### src/sv/lgws_pkg.sv
// Shared constants, codes and types of the load-grouped warp scheduler.
package lgws_pkg;

  localparam int WARPS  = 32;
  localparam int GROUPS = 16;
  localparam int IW     = $clog2(WARPS);
  localparam int GW     = (GROUPS > 1) ? $clog2(GROUPS) : 1;

  // Command codes carried in the command field.
  typedef enum logic [2:0] {
    CMD_LOAD  = 3'd0,
    CMD_ISSUE = 3'd1,
    CMD_EXEC  = 3'd2,
    CMD_CLEAR = 3'd3,
    CMD_READ  = 3'd4
  } cmd_e;

  // One entry of the priority list.
  typedef struct packed {
    logic [IW-1:0] id;
    logic          mark;
  } slot_t;

  // Move of one entry from position src to position dst.
  typedef struct packed {
    logic          en;
    logic [IW-1:0] src;
    logic [IW-1:0] dst;
    slot_t         mv;
  } move_t;

  typedef struct packed {
    logic [2:0]  command;
    logic [4:0]  warp;
    logic [31:0] load_pc;
    logic [3:0]  group;
    logic        hit_flag;
  } req_t;

  typedef struct packed {
    logic [3:0]  ret_group;
    logic [31:0] group_members;
    logic [4:0]  rank;
    logic [4:0]  order_warp;
    logic        order_bundled;
    logic        last;
  } rsp_t;

endpackage

### src/sv/lgws_req_if.sv
// Command channel of the scheduler.
interface lgws_req_if;
  logic              valid;
  logic              ready;
  lgws_pkg::req_t    data;

  modport source (output valid, output data, input ready);
  modport sink   (input valid, input data, output ready);
endinterface

### src/sv/lgws_rsp_if.sv
// Result channel of the scheduler.
interface lgws_rsp_if;
  logic              valid;
  logic              ready;
  lgws_pkg::rsp_t    data;

  modport source (output valid, output data, input ready);
  modport sink   (input valid, input data, output ready);
endinterface

### src/sv/lgws_cell.sv
// One position of the priority list, moving entries to and from its neighbors.
module lgws_cell (
  input  logic                    clk_i,
  input  logic                    rst_ni,
  input  logic [lgws_pkg::IW-1:0] pos_i,
  input  lgws_pkg::slot_t         left_i,
  input  lgws_pkg::slot_t         right_i,
  input  lgws_pkg::move_t         move_i,
  output lgws_pkg::slot_t         slot_o
);
  import lgws_pkg::*;

  slot_t slot_q, slot_d;

  // Take the moved entry, or shift toward the vacated position.
  always_comb begin
    slot_d = slot_q;
    if (move_i.en) begin
      if (pos_i == move_i.dst) begin
        slot_d = move_i.mv;
      end else if (move_i.src < move_i.dst && pos_i >= move_i.src && pos_i < move_i.dst) begin
        slot_d = right_i;
      end else if (move_i.src > move_i.dst && pos_i > move_i.dst && pos_i <= move_i.src) begin
        slot_d = left_i;
      end
    end
  end

  // After reset the list holds the warps in ascending order, unmarked.
  always_ff @(posedge clk_i or negedge rst_ni) begin
    if (!rst_ni) begin
      slot_q <= '{id: pos_i, mark: 1'b0};
    end else begin
      slot_q <= slot_d;
    end
  end

  assign slot_o = slot_q;

endmodule

### src/sv/lgws_chain.sv
// Row of list cells with the position search and bundled-prefix length.
module lgws_chain (
  input  logic                    clk_i,
  input  logic                    rst_ni,
  input  lgws_pkg::move_t         move_i,
  input  logic [lgws_pkg::IW-1:0] find_id_i,
  output lgws_pkg::slot_t         head_o,
  output logic [lgws_pkg::IW-1:0] find_pos_o,
  output logic                    find_mark_o,
  output logic                    found_o,
  output logic [lgws_pkg::IW:0]   prefix_o
);
  import lgws_pkg::*;

  slot_t slots [WARPS];

  // The cells; the ends see themselves as their outer neighbor.
  for (genvar k = 0; k < WARPS; k++) begin : g_cell
    lgws_cell u_cell (
      .clk_i   (clk_i),
      .rst_ni  (rst_ni),
      .pos_i   (IW'(k)),
      .left_i  (slots[(k == 0) ? 0 : k - 1]),
      .right_i (slots[(k == WARPS - 1) ? k : k + 1]),
      .move_i  (move_i),
      .slot_o  (slots[k])
    );
  end

  // Position of the searched warp and length of the marked prefix.
  always_comb begin
    find_pos_o  = '0;
    find_mark_o = 1'b0;
    found_o     = 1'b0;
    prefix_o    = (IW+1)'(WARPS);
    for (int k = WARPS - 1; k >= 0; k--) begin
      if (slots[k].id == find_id_i) begin
        find_pos_o  = IW'(k);
        find_mark_o = slots[k].mark;
        found_o     = 1'b1;
      end
      if (!slots[k].mark) begin
        prefix_o = (IW+1)'(k);
      end
    end
  end

  assign head_o = slots[0];

endmodule

### src/sv/load_grouped_warp_scheduler.sv
// Top level of the load-grouped warp scheduler.
//
//   channel  direction  payload
//   req_i    in         command, warp, load_pc, group, hit_flag
//   rsp_o    out        ret_group, group_members, rank, order_warp, order_bundled, last
//
// Load scans the PC table one warp at a time, then delivers its result.
// Execute moves the group's members through the list cells, one group member bit per
// cycle, then delivers its result.
// Issue and clear go straight to delivery; read gives WARPS items, one per cycle
// while rsp_o is ready.
// Commands are taken only while no item is in work; a stalled result holds the block.
// Reset clears the valid bits, the group table and the list at once; no clearing pass
// is needed.
module load_grouped_warp_scheduler (
  input  logic        clk_i,
  input  logic        rst_ni,
  lgws_req_if.sink    req_i,
  lgws_rsp_if.source  rsp_o
);
  import lgws_pkg::*;

  typedef enum logic [4:0] {
    ST_IDLE = 5'b00001,
    ST_LOAD = 5'b00010,
    ST_EXEC = 5'b00100,
    ST_RESP = 5'b01000,
    ST_READ = 5'b10000
  } state_e;

  state_e               state_q;
  logic [IW-1:0]        idx_q;
  logic [WARPS-1:0]     pc_valid_q;
  logic [31:0]          last_pc_q [WARPS];
  logic [WARPS-1:0]     members_q [GROUPS];
  logic [GW-1:0]        ng_q;
  logic [IW-1:0]        w_q;
  logic                 w_ok_q;
  logic [31:0]          pc_q;
  logic [31:0]          base_pc_q;
  logic                 base_ok_q;
  logic                 hit_q;
  logic [WARPS-1:0]     acc_q;
  logic [3:0]           og_q;
  logic [WARPS-1:0]     om_q;

  logic                 in_acc, out_acc, idx_last;
  logic                 w_in_range, g_in_range;
  logic [IW-1:0]        pc_addr;
  logic [WARPS-1:0]     g_members, acc_d, load_vec;
  logic                 scan_match;
  move_t                move;
  slot_t                head;
  logic [IW-1:0]        find_pos;
  logic                 find_mark, found;
  logic [IW:0]          prefix;

  assign in_acc     = req_i.valid && req_i.ready;
  assign out_acc    = rsp_o.valid && rsp_o.ready;
  assign idx_last   = (idx_q == IW'(WARPS - 1));
  assign w_in_range = (32'(req_i.data.warp) < WARPS);
  assign g_in_range = (32'(req_i.data.group) < GROUPS);
  assign g_members  = g_in_range ? members_q[GW'(req_i.data.group)] : '0;

  // One read port on the PC table: the commanded warp at accept, else the scan index.
  assign pc_addr    = (state_q == ST_IDLE) ? IW'(req_i.data.warp) : idx_q;
  assign scan_match = base_ok_q && (idx_q != w_q) && pc_valid_q[pc_addr]
                      && (last_pc_q[pc_addr] == base_pc_q);
  always_comb begin
    acc_d = acc_q;
    acc_d[idx_q] = acc_q[idx_q] | scan_match;
  end
  assign load_vec = members_q[ng_q] | acc_d;

  // List moves: rotation for issue and read, member moves for execute.
  always_comb begin
    move = '0;
    unique case (state_q)
      ST_IDLE: begin
        if (in_acc && req_i.data.command == CMD_ISSUE) begin
          move = '{en: 1'b1, src: '0, dst: IW'(WARPS - 1), mv: '{id: head.id, mark: 1'b0}};
        end
      end
      ST_EXEC: begin
        if (om_q[idx_q] && found) begin
          if (hit_q) begin
            move.en  = 1'b1;
            move.src = find_pos;
            move.dst = ((IW+1)'(find_pos) < prefix) ? IW'(prefix - 1'b1) : IW'(prefix);
            move.mv  = '{id: idx_q, mark: 1'b1};
          end else begin
            move.en  = !find_mark;
            move.src = find_pos;
            move.dst = IW'(WARPS - 1);
            move.mv  = '{id: idx_q, mark: 1'b0};
          end
        end
      end
      ST_READ: begin
        if (out_acc) begin
          move = '{en: 1'b1, src: '0, dst: IW'(WARPS - 1), mv: head};
        end
      end
      default: move = '0;
    endcase
  end

  lgws_chain u_chain (
    .clk_i       (clk_i),
    .rst_ni      (rst_ni),
    .move_i      (move),
    .find_id_i   (idx_q),
    .head_o      (head),
    .find_pos_o  (find_pos),
    .find_mark_o (find_mark),
    .found_o     (found),
    .prefix_o    (prefix)
  );

  // Control, valid bits and group table.
  always_ff @(posedge clk_i or negedge rst_ni) begin
    if (!rst_ni) begin
      state_q    <= ST_IDLE;
      idx_q      <= '0;
      pc_valid_q <= '0;
      ng_q       <= '0;
      for (int k = 0; k < GROUPS; k++) begin
        members_q[k] <= '0;
      end
    end else begin
      unique case (state_q)
        ST_IDLE: begin
          idx_q <= '0;
          if (in_acc) begin
            unique case (req_i.data.command)
              CMD_LOAD:  state_q <= ST_LOAD;
              CMD_EXEC:  state_q <= ST_EXEC;
              CMD_READ:  state_q <= ST_READ;
              CMD_ISSUE: state_q <= ST_RESP;
              CMD_CLEAR: begin
                state_q <= ST_RESP;
                if (g_in_range) begin
                  members_q[GW'(req_i.data.group)] <= '0;
                end
              end
              default:   state_q <= ST_IDLE;
            endcase
          end
        end
        ST_LOAD: begin
          idx_q <= idx_q + 1'b1;
          if (idx_last) begin
            state_q         <= ST_RESP;
            members_q[ng_q] <= load_vec;
            if (|acc_d) begin
              ng_q <= (ng_q == GW'(GROUPS - 1)) ? '0 : ng_q + 1'b1;
            end
            if (w_ok_q) begin
              pc_valid_q[w_q] <= 1'b1;
            end
          end
        end
        ST_EXEC: begin
          idx_q <= idx_q + 1'b1;
          if (idx_last) begin
            state_q <= ST_RESP;
          end
        end
        ST_RESP: begin
          if (out_acc) begin
            state_q <= ST_IDLE;
          end
        end
        ST_READ: begin
          if (out_acc) begin
            idx_q <= idx_q + 1'b1;
            if (idx_last) begin
              state_q <= ST_IDLE;
            end
          end
        end
        default: state_q <= ST_IDLE;
      endcase
    end
  end

  // Payload registers: PC table, captured command fields and result fields.
  always_ff @(posedge clk_i) begin
    if (state_q == ST_IDLE && in_acc) begin
      w_q       <= IW'(req_i.data.warp);
      w_ok_q    <= w_in_range;
      pc_q      <= req_i.data.load_pc;
      hit_q     <= req_i.data.hit_flag;
      base_pc_q <= last_pc_q[pc_addr];
      base_ok_q <= w_in_range && pc_valid_q[pc_addr];
      acc_q     <= '0;
      og_q      <= req_i.data.group;
      om_q      <= (req_i.data.command == CMD_CLEAR) ? '0 : g_members;
    end
    if (state_q == ST_LOAD) begin
      acc_q <= acc_d;
      if (idx_last) begin
        og_q <= 4'(ng_q);
        om_q <= load_vec;
        if (w_ok_q) begin
          last_pc_q[w_q] <= pc_q;
        end
      end
    end
  end

  // Result channel.
  assign req_i.ready                = (state_q == ST_IDLE);
  assign rsp_o.valid                = (state_q == ST_RESP) || (state_q == ST_READ);
  assign rsp_o.data.ret_group       = og_q;
  assign rsp_o.data.group_members   = 32'(om_q);
  assign rsp_o.data.rank            = (state_q == ST_READ) ? 5'(idx_q) : 5'd0;
  assign rsp_o.data.order_warp      = (state_q == ST_READ) ? 5'(head.id) : 5'd0;
  assign rsp_o.data.order_bundled   = (state_q == ST_READ) && head.mark;
  assign rsp_o.data.last            = (state_q == ST_READ) ? idx_last : 1'b1;

`ifndef SYNTHESIS
  a_no_overlap: assert property (@(posedge clk_i) disable iff (!rst_ni)
    !(req_i.ready && rsp_o.valid))
    else $error("command taken while a result is pending");
  a_exec_found: assert property (@(posedge clk_i) disable iff (!rst_ni)
    (state_q == ST_EXEC) |-> found)
    else $error("warp missing from the priority list");
  a_read_done: assert property (@(posedge clk_i) disable iff (!rst_ni)
    (out_acc && rsp_o.data.last) |=> req_i.ready)
    else $error("block not idle after its final result");
  a_load_end: assert property (@(posedge clk_i) disable iff (!rst_ni)
    (state_q == ST_LOAD && idx_last) |=> (state_q == ST_RESP))
    else $error("load scan did not end in a result");
`endif

endmodule

### src/flat_wrapper.sv
// flat-port wrapper written by rule: the top's interface ports become plain ports
module load_grouped_warp_scheduler_flat import lgws_pkg::*;
  (clk_i, rst_ni, req_i_valid, req_i_data, req_i_ready, rsp_o_valid, rsp_o_data, rsp_o_ready);
  lgws_req_if req_i_i ();
  lgws_rsp_if rsp_o_i ();
  input  logic clk_i;
  input  logic rst_ni;
  input wire logic [$bits(req_i_i.valid)-1:0] req_i_valid;
  input wire logic [$bits(req_i_i.data)-1:0] req_i_data;
  output wire logic [$bits(req_i_i.ready)-1:0] req_i_ready;
  output wire logic [$bits(rsp_o_i.valid)-1:0] rsp_o_valid;
  output wire logic [$bits(rsp_o_i.data)-1:0] rsp_o_data;
  input wire logic [$bits(rsp_o_i.ready)-1:0] rsp_o_ready;
  assign req_i_i.valid = req_i_valid;
  assign req_i_i.data = req_i_data;
  assign req_i_ready = req_i_i.ready;
  assign rsp_o_valid = rsp_o_i.valid;
  assign rsp_o_data = rsp_o_i.data;
  assign rsp_o_i.ready = rsp_o_ready;
  load_grouped_warp_scheduler u_core (.clk_i(clk_i), .rst_ni(rst_ni), .req_i(req_i_i), .rsp_o(rsp_o_i));
endmodule
### config.mk
export PLATFORM = sky130hd
export DESIGN_NAME = load_grouped_warp_scheduler_flat
export DESIGN_NICKNAME = d
export VERILOG_FILES = /design/src/sv/lgws_pkg.sv /design/src/sv/lgws_req_if.sv /design/src/sv/lgws_rsp_if.sv /design/src/sv/lgws_cell.sv /design/src/sv/lgws_chain.sv /design/src/sv/load_grouped_warp_scheduler.sv /design/src/flat_wrapper.sv
export SDC_FILE = /design/constraint.sdc
export NUM_CORES = 2
export LEC_CHECK = 0
export BUFFER_PORTS_ARGS = -buffer_cell sky130_fd_sc_hd__clkbuf_2
export CORE_MARGIN = 4
export CORE_UTILIZATION = 58
export DETAILED_ROUTE_END_ITERATION = 12
export GPL_TIMING_DRIVEN = 1
export MAX_ROUTING_LAYER = met4
export PLACE_DENSITY_LB_ADDON = 0.3
export SYNTH_ARGS = -nofsm -noshare
export SYNTH_HDL_FRONTEND = slang
export SYNTH_SLANG_ARGS = --single-unit
### constraint.sdc
create_clock -name clk_i -period 7.4 [get_ports clk_i]
set_input_delay 0 -clock clk_i [delete_from_list [all_inputs] [get_ports clk_i]]
set_output_delay 0 -clock clk_i [all_outputs]
set_load 0.01 [all_outputs]
# == Word-level counts from Yosys, hierarchy flattened ==
# Memories as Yosys holds them, arrays and structs flattened.
# Index checks and enable logic that the tools add are counted.
# word_totals
regBits,889
ram_bits,1024
input_bits,49
out_inout_bits,50
wordCells,824
n_memories,1
# op_classes
n_addsub,3
n_lt_le_gt_ge,138
eq_ne,84
muxes,281
n_bitwise,7
n_reduce_logical,218
# mem_list
memory,depth,width,read_ports,rd_ports_with_merged_regs,wr,line,source
u_core.last_pc_q,32,32,1,0,1,load_grouped_warp_scheduler.sv:34,logic [31:0] last_pc_q [WARPS];
# ops
cell,count
512-bit 2-to-1 mux,3
512-bit case mux with 2 select lines,1
6-bit 2-to-1 mux,127
512-bit AND,1
512-bit bitwise mux,1
512-bit NOT,1
32-bit 2-to-1 mux,12
32-bit binary-select mux with 4-bit select,2
32-bit demux with 4-bit select,2
5-bit 2-to-1 mux,42
5-bit equality test,32
1-bit logical AND,139
3-bit nonzero test,31
5-bit equality test (first input constant),16
5-bit greater-or-equal comparator (first input constant),16
5-bit > comparator (first input constant),16
5-bit less-or-equal comparator (first input constant),16
5-bit < comparator (first input constant),16
1-bit 2-to-1 mux,73
17-bit 2-to-1 mux,4
2-bit AND reduction,33
32-bit OR,2
17-bit case mux with 3 select lines,1
4-bit by 5-bit equality test with 1-bit output (first input constant),8
60 further kinds,136

# == Depth between registers and ports, before layout ==
# logic_depth
ltp_word,44
mapped_depth,37
mapped_depth_nobuf,30

# == Worst setup path after synthesis ==
# No wires, ideal clock.
# synth_path
kind,flip-flop to flip-flop
start,reg u_core.idx_q[3]
end,reg u_core.u_chain.g_cell[3].u_cell.slot_q (netlist bit u_core.u_chain.g_cell[3].u_cell.slot_o[0])
t_arrival_ps,7724
required_time_ps,7275
setup_slack_ps,-449
stages_incl_launch_ff,28
path_buffers,3
path_cell_list,dfrtp_1 -> buf_2 -> buf_2 -> xor2_1 -> nor3_1 -> nand2_1 -> and4_1 -> o31a_1 -> o311ai_0 -> a31oi_1 -> nor2_1 -> ha_1 -> a2111oi_1 -> nand2_1 -> nand2_1 -> nand2_1 -> nand4b_1 -> a31oi_1 -> inv_1 -> clkbuf_1 -> ha_1 -> a21o_1 -> a21oi_1 -> o211ai_1 -> nor4_2 -> o21ai_0 -> a21oi_1 -> mux2_2
# synth_between
elab_chain_cells,43
word_cells_on_any_way,152
classes_between,order compare: 7; eq/ne: 33; mux: 104; reduce/logical: 8
# synth_rtl
item,line,source
from (decl),load_grouped_warp_scheduler.sv:32,logic [IW-1:0] idx_q;
from (signal assigned),load_grouped_warp_scheduler.sv:151,idx_q <= idx_q + 1'b1;
from (signal assigned),load_grouped_warp_scheduler.sv:164,idx_q <= idx_q + 1'b1;
from (signal assigned),load_grouped_warp_scheduler.sv:176,idx_q <= idx_q + 1'b1;
5-bit equality test,lgws_chain.sv:37,if (slots[k].id == find_id_i) begin
5-bit 2-to-1 mux (32 in series),lgws_chain.sv:37,
5-bit by 6-bit < comparator with 1-bit output,load_grouped_warp_scheduler.sv:89,move.dst = ((IW+1)'(find_pos) < prefix) ? IW'(prefix - 1'b1) : IW'(prefix);
5-bit 2-to-1 mux,load_grouped_warp_scheduler.sv:89,
17-bit 2-to-1 mux,load_grouped_warp_scheduler.sv:86,if (hit_q) begin
17-bit 2-to-1 mux *,load_grouped_warp_scheduler.sv:85,if (om_q[idx_q] && found) begin
17-bit case mux with 3 select lines *,load_grouped_warp_scheduler.sv:78,unique case (state_q)
5-bit > comparator (tied with other cells),lgws_cell.sv:23,end else if (move_i.src > move_i.dst && pos_i > move_i.dst && pos_i <= move_i.src) begin
"1-bit logical AND, on equally long branches (2 in series)","lgws_cell.sv:23, lgws_cell.sv:21",
3-bit nonzero test (no source line) or 6-bit 2-to-1 mux (tied branches),--,
2-bit AND reduction (no source line) or 6-bit 2-to-1 mux (tied branches),--,
to (signal assigned),lgws_cell.sv:32,"slot_q <= '{id: pos_i, mark: 1'b0};"
to (signal assigned),lgws_cell.sv:34,slot_q <= slot_d;
to (decl),lgws_cell.sv:13,"slot_t slot_q, slot_d;"
# Mark *: on every way between the ends. The rest lies on a longest branch, timed or not. The select of a mux whose other input is x is not followed.
# A chain may end at the register's enable or synchronous reset.

# == Worst setup path in the final report ==
# layout_path
start,reg u_core.idx_q[3]
end,reg u_core.ng_q[3]
# layout_between
elab_chain_cells,9
word_cells_on_any_way,21
classes_between,order compare: 2; eq/ne: 3; mux: 8; bitwise: 1; reduce/logical: 6; memory: 1
# layout_rtl
item,line,source
branches (longest 8 deep; another with memory 32 x 32 bit),--,
3-bit AND reduction (no source line) *,--,
to (signal assigned),load_grouped_warp_scheduler.sv:156,ng_q <= (ng_q == GW'(GROUPS - 1)) ? '0 : ng_q + 1'b1;
to (decl),load_grouped_warp_scheduler.sv:36,logic [GW-1:0] ng_q;
# Every way passes the cells marked *. The select of a mux whose other input is x is not followed.

==> reports/metrics.cfg <==
[critical_path]
crit_required_ns=8.12
worstSetupEndpointType=register
cp_max_fo=82
criticalPathCategory=reg2reg
slowest_stage=buf_4
crit_chain=buf_4, inv_4, a21oi_4, buf_4, o21ai_0, a32o_1, o31ai_1, o311ai_0, and3_1, nor4_1, nand4_1, o41ai_4, buf_12, mux2i_1, o2111ai_1, o31ai_2, o31ai_1, o21ai_1
crit_family=compound AO/OA/AOI/OAI gates
worstSetupStartpointType=register
critPathArrivalTime_ns=7.87
cpPeakStageDelay_ns=0.80
path_buf_inv=4

[timing]
fmax_mhz=140
worst_pin_slew_ns=1.34
finalSetupViolCount=0
drv_slew=0
finalCritPeriodShare=0.966
rsz0062_at_grt=no
period_needed_ns=7.15
setup_tns_ns=0
hold_viol=0
slew_headroom=0.103
skew_ns=0.0525

[yosys]
ys.flop_type=edfxtp_1
async_flop_share=0.392
synth_top_family_by_area=compound AO/OA/AOI/OAI gates
synth_fp_nets=8220
ys_warn_count=0
synthSimpleGateAreaFrac=0.118
syn_area_per_cell_sq_um=11.7
yosysMostFrequentCell=nand2_1
synth_compound_area_frac=0.143
synth_commonest_cells=nand2_1 (1149), edfxtp_1 (1127), o21ai_0 (770)
mappedNetlistArea_sq_um=95000
synth_top_area_cell=edfxtp_1
yosys_register_bits=1913
synthCells=8153
yosys.area_share.adder=0.00237
synth-xor-area-share=0.0158
synth.area.mux_share=0.128
synth_cell_type_count=97
yosysSeqAreaShare=0.562
synth_enable_flop_cells=1127
yosysTopAreaCellShare=0.356
synth_area_leaders=edfxtp_1 (36%), dfrtp_1 (18%), mux4_2 (8.2%)

[global_route]
antenna_found_initial=14
grt_overflow=0
grt_pass1_wl_mm=489
first_global_vias=75100
grt_start_max_net_pins=188
grt_usage=0.397

[drt]
remaining_drc_errors=0
vias=76900
wl_per_cell_um=31.4
ant_nets=0
dr.pass1.iters=8
vias_per_cell=7.25
drt-initial-drc-count=12700
postRouteWirelength_mm=333

[clocking]
cts_tree=yes
worstSkewPairLatency_ns=0.87
clkTransAtPathRegs_ns=0.06
cts_max_path_buffers=3
ctsRootBufferMaster=clkbuf_16
cts_buffers=192
cts.sinks=1913
h-tree-depth=4

[floorplan]
dieArea_sq_um=170000
die_w_um=413
io_pins=99
start_util=0.584
die_y_um=413
core_area_sq_um=163000
row_count=148

[flow_run]
cap_violations=0

[run_status]
outcome=completed

[cells_and_area]
final_cell_area_sq_um=107000
drive_gt1_frac=0.195
syn_to_final_growth_pct=12.6
fill_cells=11900
nets=8314

[pwr]
p_leak_uw=0.0401
power_density_nw_per_um2=305
irDropWorstVdd_mv=0.321

[place]
place_hpwl_mm=196
place_area_sq_um=99700
io_buffers=98
place.gp.congestion=1.03

[min_path]
hp-class=in2reg

==> placed cells by master (no fill, tap or decap), types with 196 or more instances in the layout <==
cell	instances
nand2_1	1126
a211oi_1	200
mux2i_1	227
edfxtp_1	1127
o21ai_0	768
mux4_2	345
buf_4	345
a21oi_1	337
nor2_1	254
clkbuf_16	196
dfrtp_1	661
nand3_1	416
==> sequential cells by signal, summed over array words and instances, names as in the netlist <==
signal and flops:
u_core.last_pc_q 1024, u_core.members_q 512, u_core.u_chain.g_cell.u_cell.slot_o 192, u_core.acc_q 32, u_core.base_pc_q 32, u_core.om_q 32, u_core.pc_q 32, u_core.pc_valid_q 32
u_core.idx_q 5, u_core.state_q 5, u_core.w_q 5, u_core.ng_q 4, u_core.og_q 4, u_core.base_ok_q 1, u_core.hit_q 1
==> worst reg2reg max path, delay by kind of cell (launching register included) <==
family          cells  cell delay [ns]
mux                 1             0.22
flops               1             0.62
buf+inv             4             1.91
simple gates        3             1.47
compound gates     10             2.79
==> power breakdown <==
group / leakage, uW / switching, uW / internal [uW]
sequential: 0.0192 / 895 / 12400
clock: 0.00305 / 4350 / 5390
combinational: 0.0179 / 6270 / 3370
total: 0.0401 / 11500 / 21200
==> stage by stage <==
| stage | power (uW) | instances | utilization | setup slack [ns] | hold WS (ns) |
|---|---|---|---|---|---|
| 2_1_floorplan | 19000 | 8153 | - | 0.0584 | -0.296 |
| 4_1_cts | 32300 | 10600 | 0.656 | 0.0237 | 0.00599 |
| 3_5_place_dp | 22600 | 10100 | 0.612 | 0.0964 | 0.179 |
| 5_1_grt | 33700 | 10600 | 0.657 | 0.0171 | 0.0762 |
| 3_3_place_gp | 22400 | 10100 | 0.612 | 0.221 | 0.177 |
| 6_report | 32700 | 10600 | 0.657 | 0.251 | 0.0986 |
==> routing by layer <==
metal  up-vias  global-route usage  share of wire
met5         -                   -              0
met4         0               0.201          0.057
met3      1336               0.113           0.14
met2      6384               0.569           0.44
met1     38000               0.520           0.36
li1      31200                   -              -
==> what timing repair did <==
| action | in CTS | in global routing |
|---|---|---|
| resized for setup | 0 | 19 |
| buffers inserted | 0 | 11 |
| hold endpoints to repair | 228 | 0 |
| hold buffers | 87 | 0 |
| endpoints found under the setup margin | 0 | 187 |
==> area by class of cell <==
cell class | instances | area (sq um) | area share
diodes | 10 | 25.0 | 0.000234
clock buffers | 262 | 5370 | 0.0502
clock inverters | 101 | 877 | 0.00820
inverters | 63 | 241 | 0.00226
multi-input cells | 5498 | 39300 | 0.368
flip-flops and latches | 1913 | 53500 | 0.500
well taps | 2175 | 2720 | 0.0254
repair buffers | 579 | 4980 | 0.0466
==> worst paths after layout <==
kind	cells past startpoint	slack (ns)	to	start
setup / recovery	18	0.25	u_core.ng_q[3]$_DFFE_PN0P_	u_core.idx_q[3]$_DFFE_PN0P_
max in group asynchronous	5	5.61	u_core.pc_valid_q[17]$_DFFE_PN0P_	rst_ni
setup reg to reg	18	0.25	u_core.ng_q[3]$_DFFE_PN0P_	u_core.idx_q[3]$_DFFE_PN0P_
min in group asynchronous	3	0.46	u_core.state_q[0]$_DFFE_PN1P_	rst_ni
hold reg to reg	1	0.46	u_core.pc_valid_q[16]$_DFFE_PN0P_	u_core.pc_valid_q[16]$_DFFE_PN0P_
hold / removal	4	0.1	u_core.om_q[8]$_DFF_P_	req_i_data[4]
==> kinds of logic after synthesis <==
logic type,Yosys count
flops,1913
fa+ha+maj,18
mux,759
buf+inv,742
simple gates,2450
compound gates,2100
xor+xnor,171
Note: power is estimated with default switching activity, not from simulation.
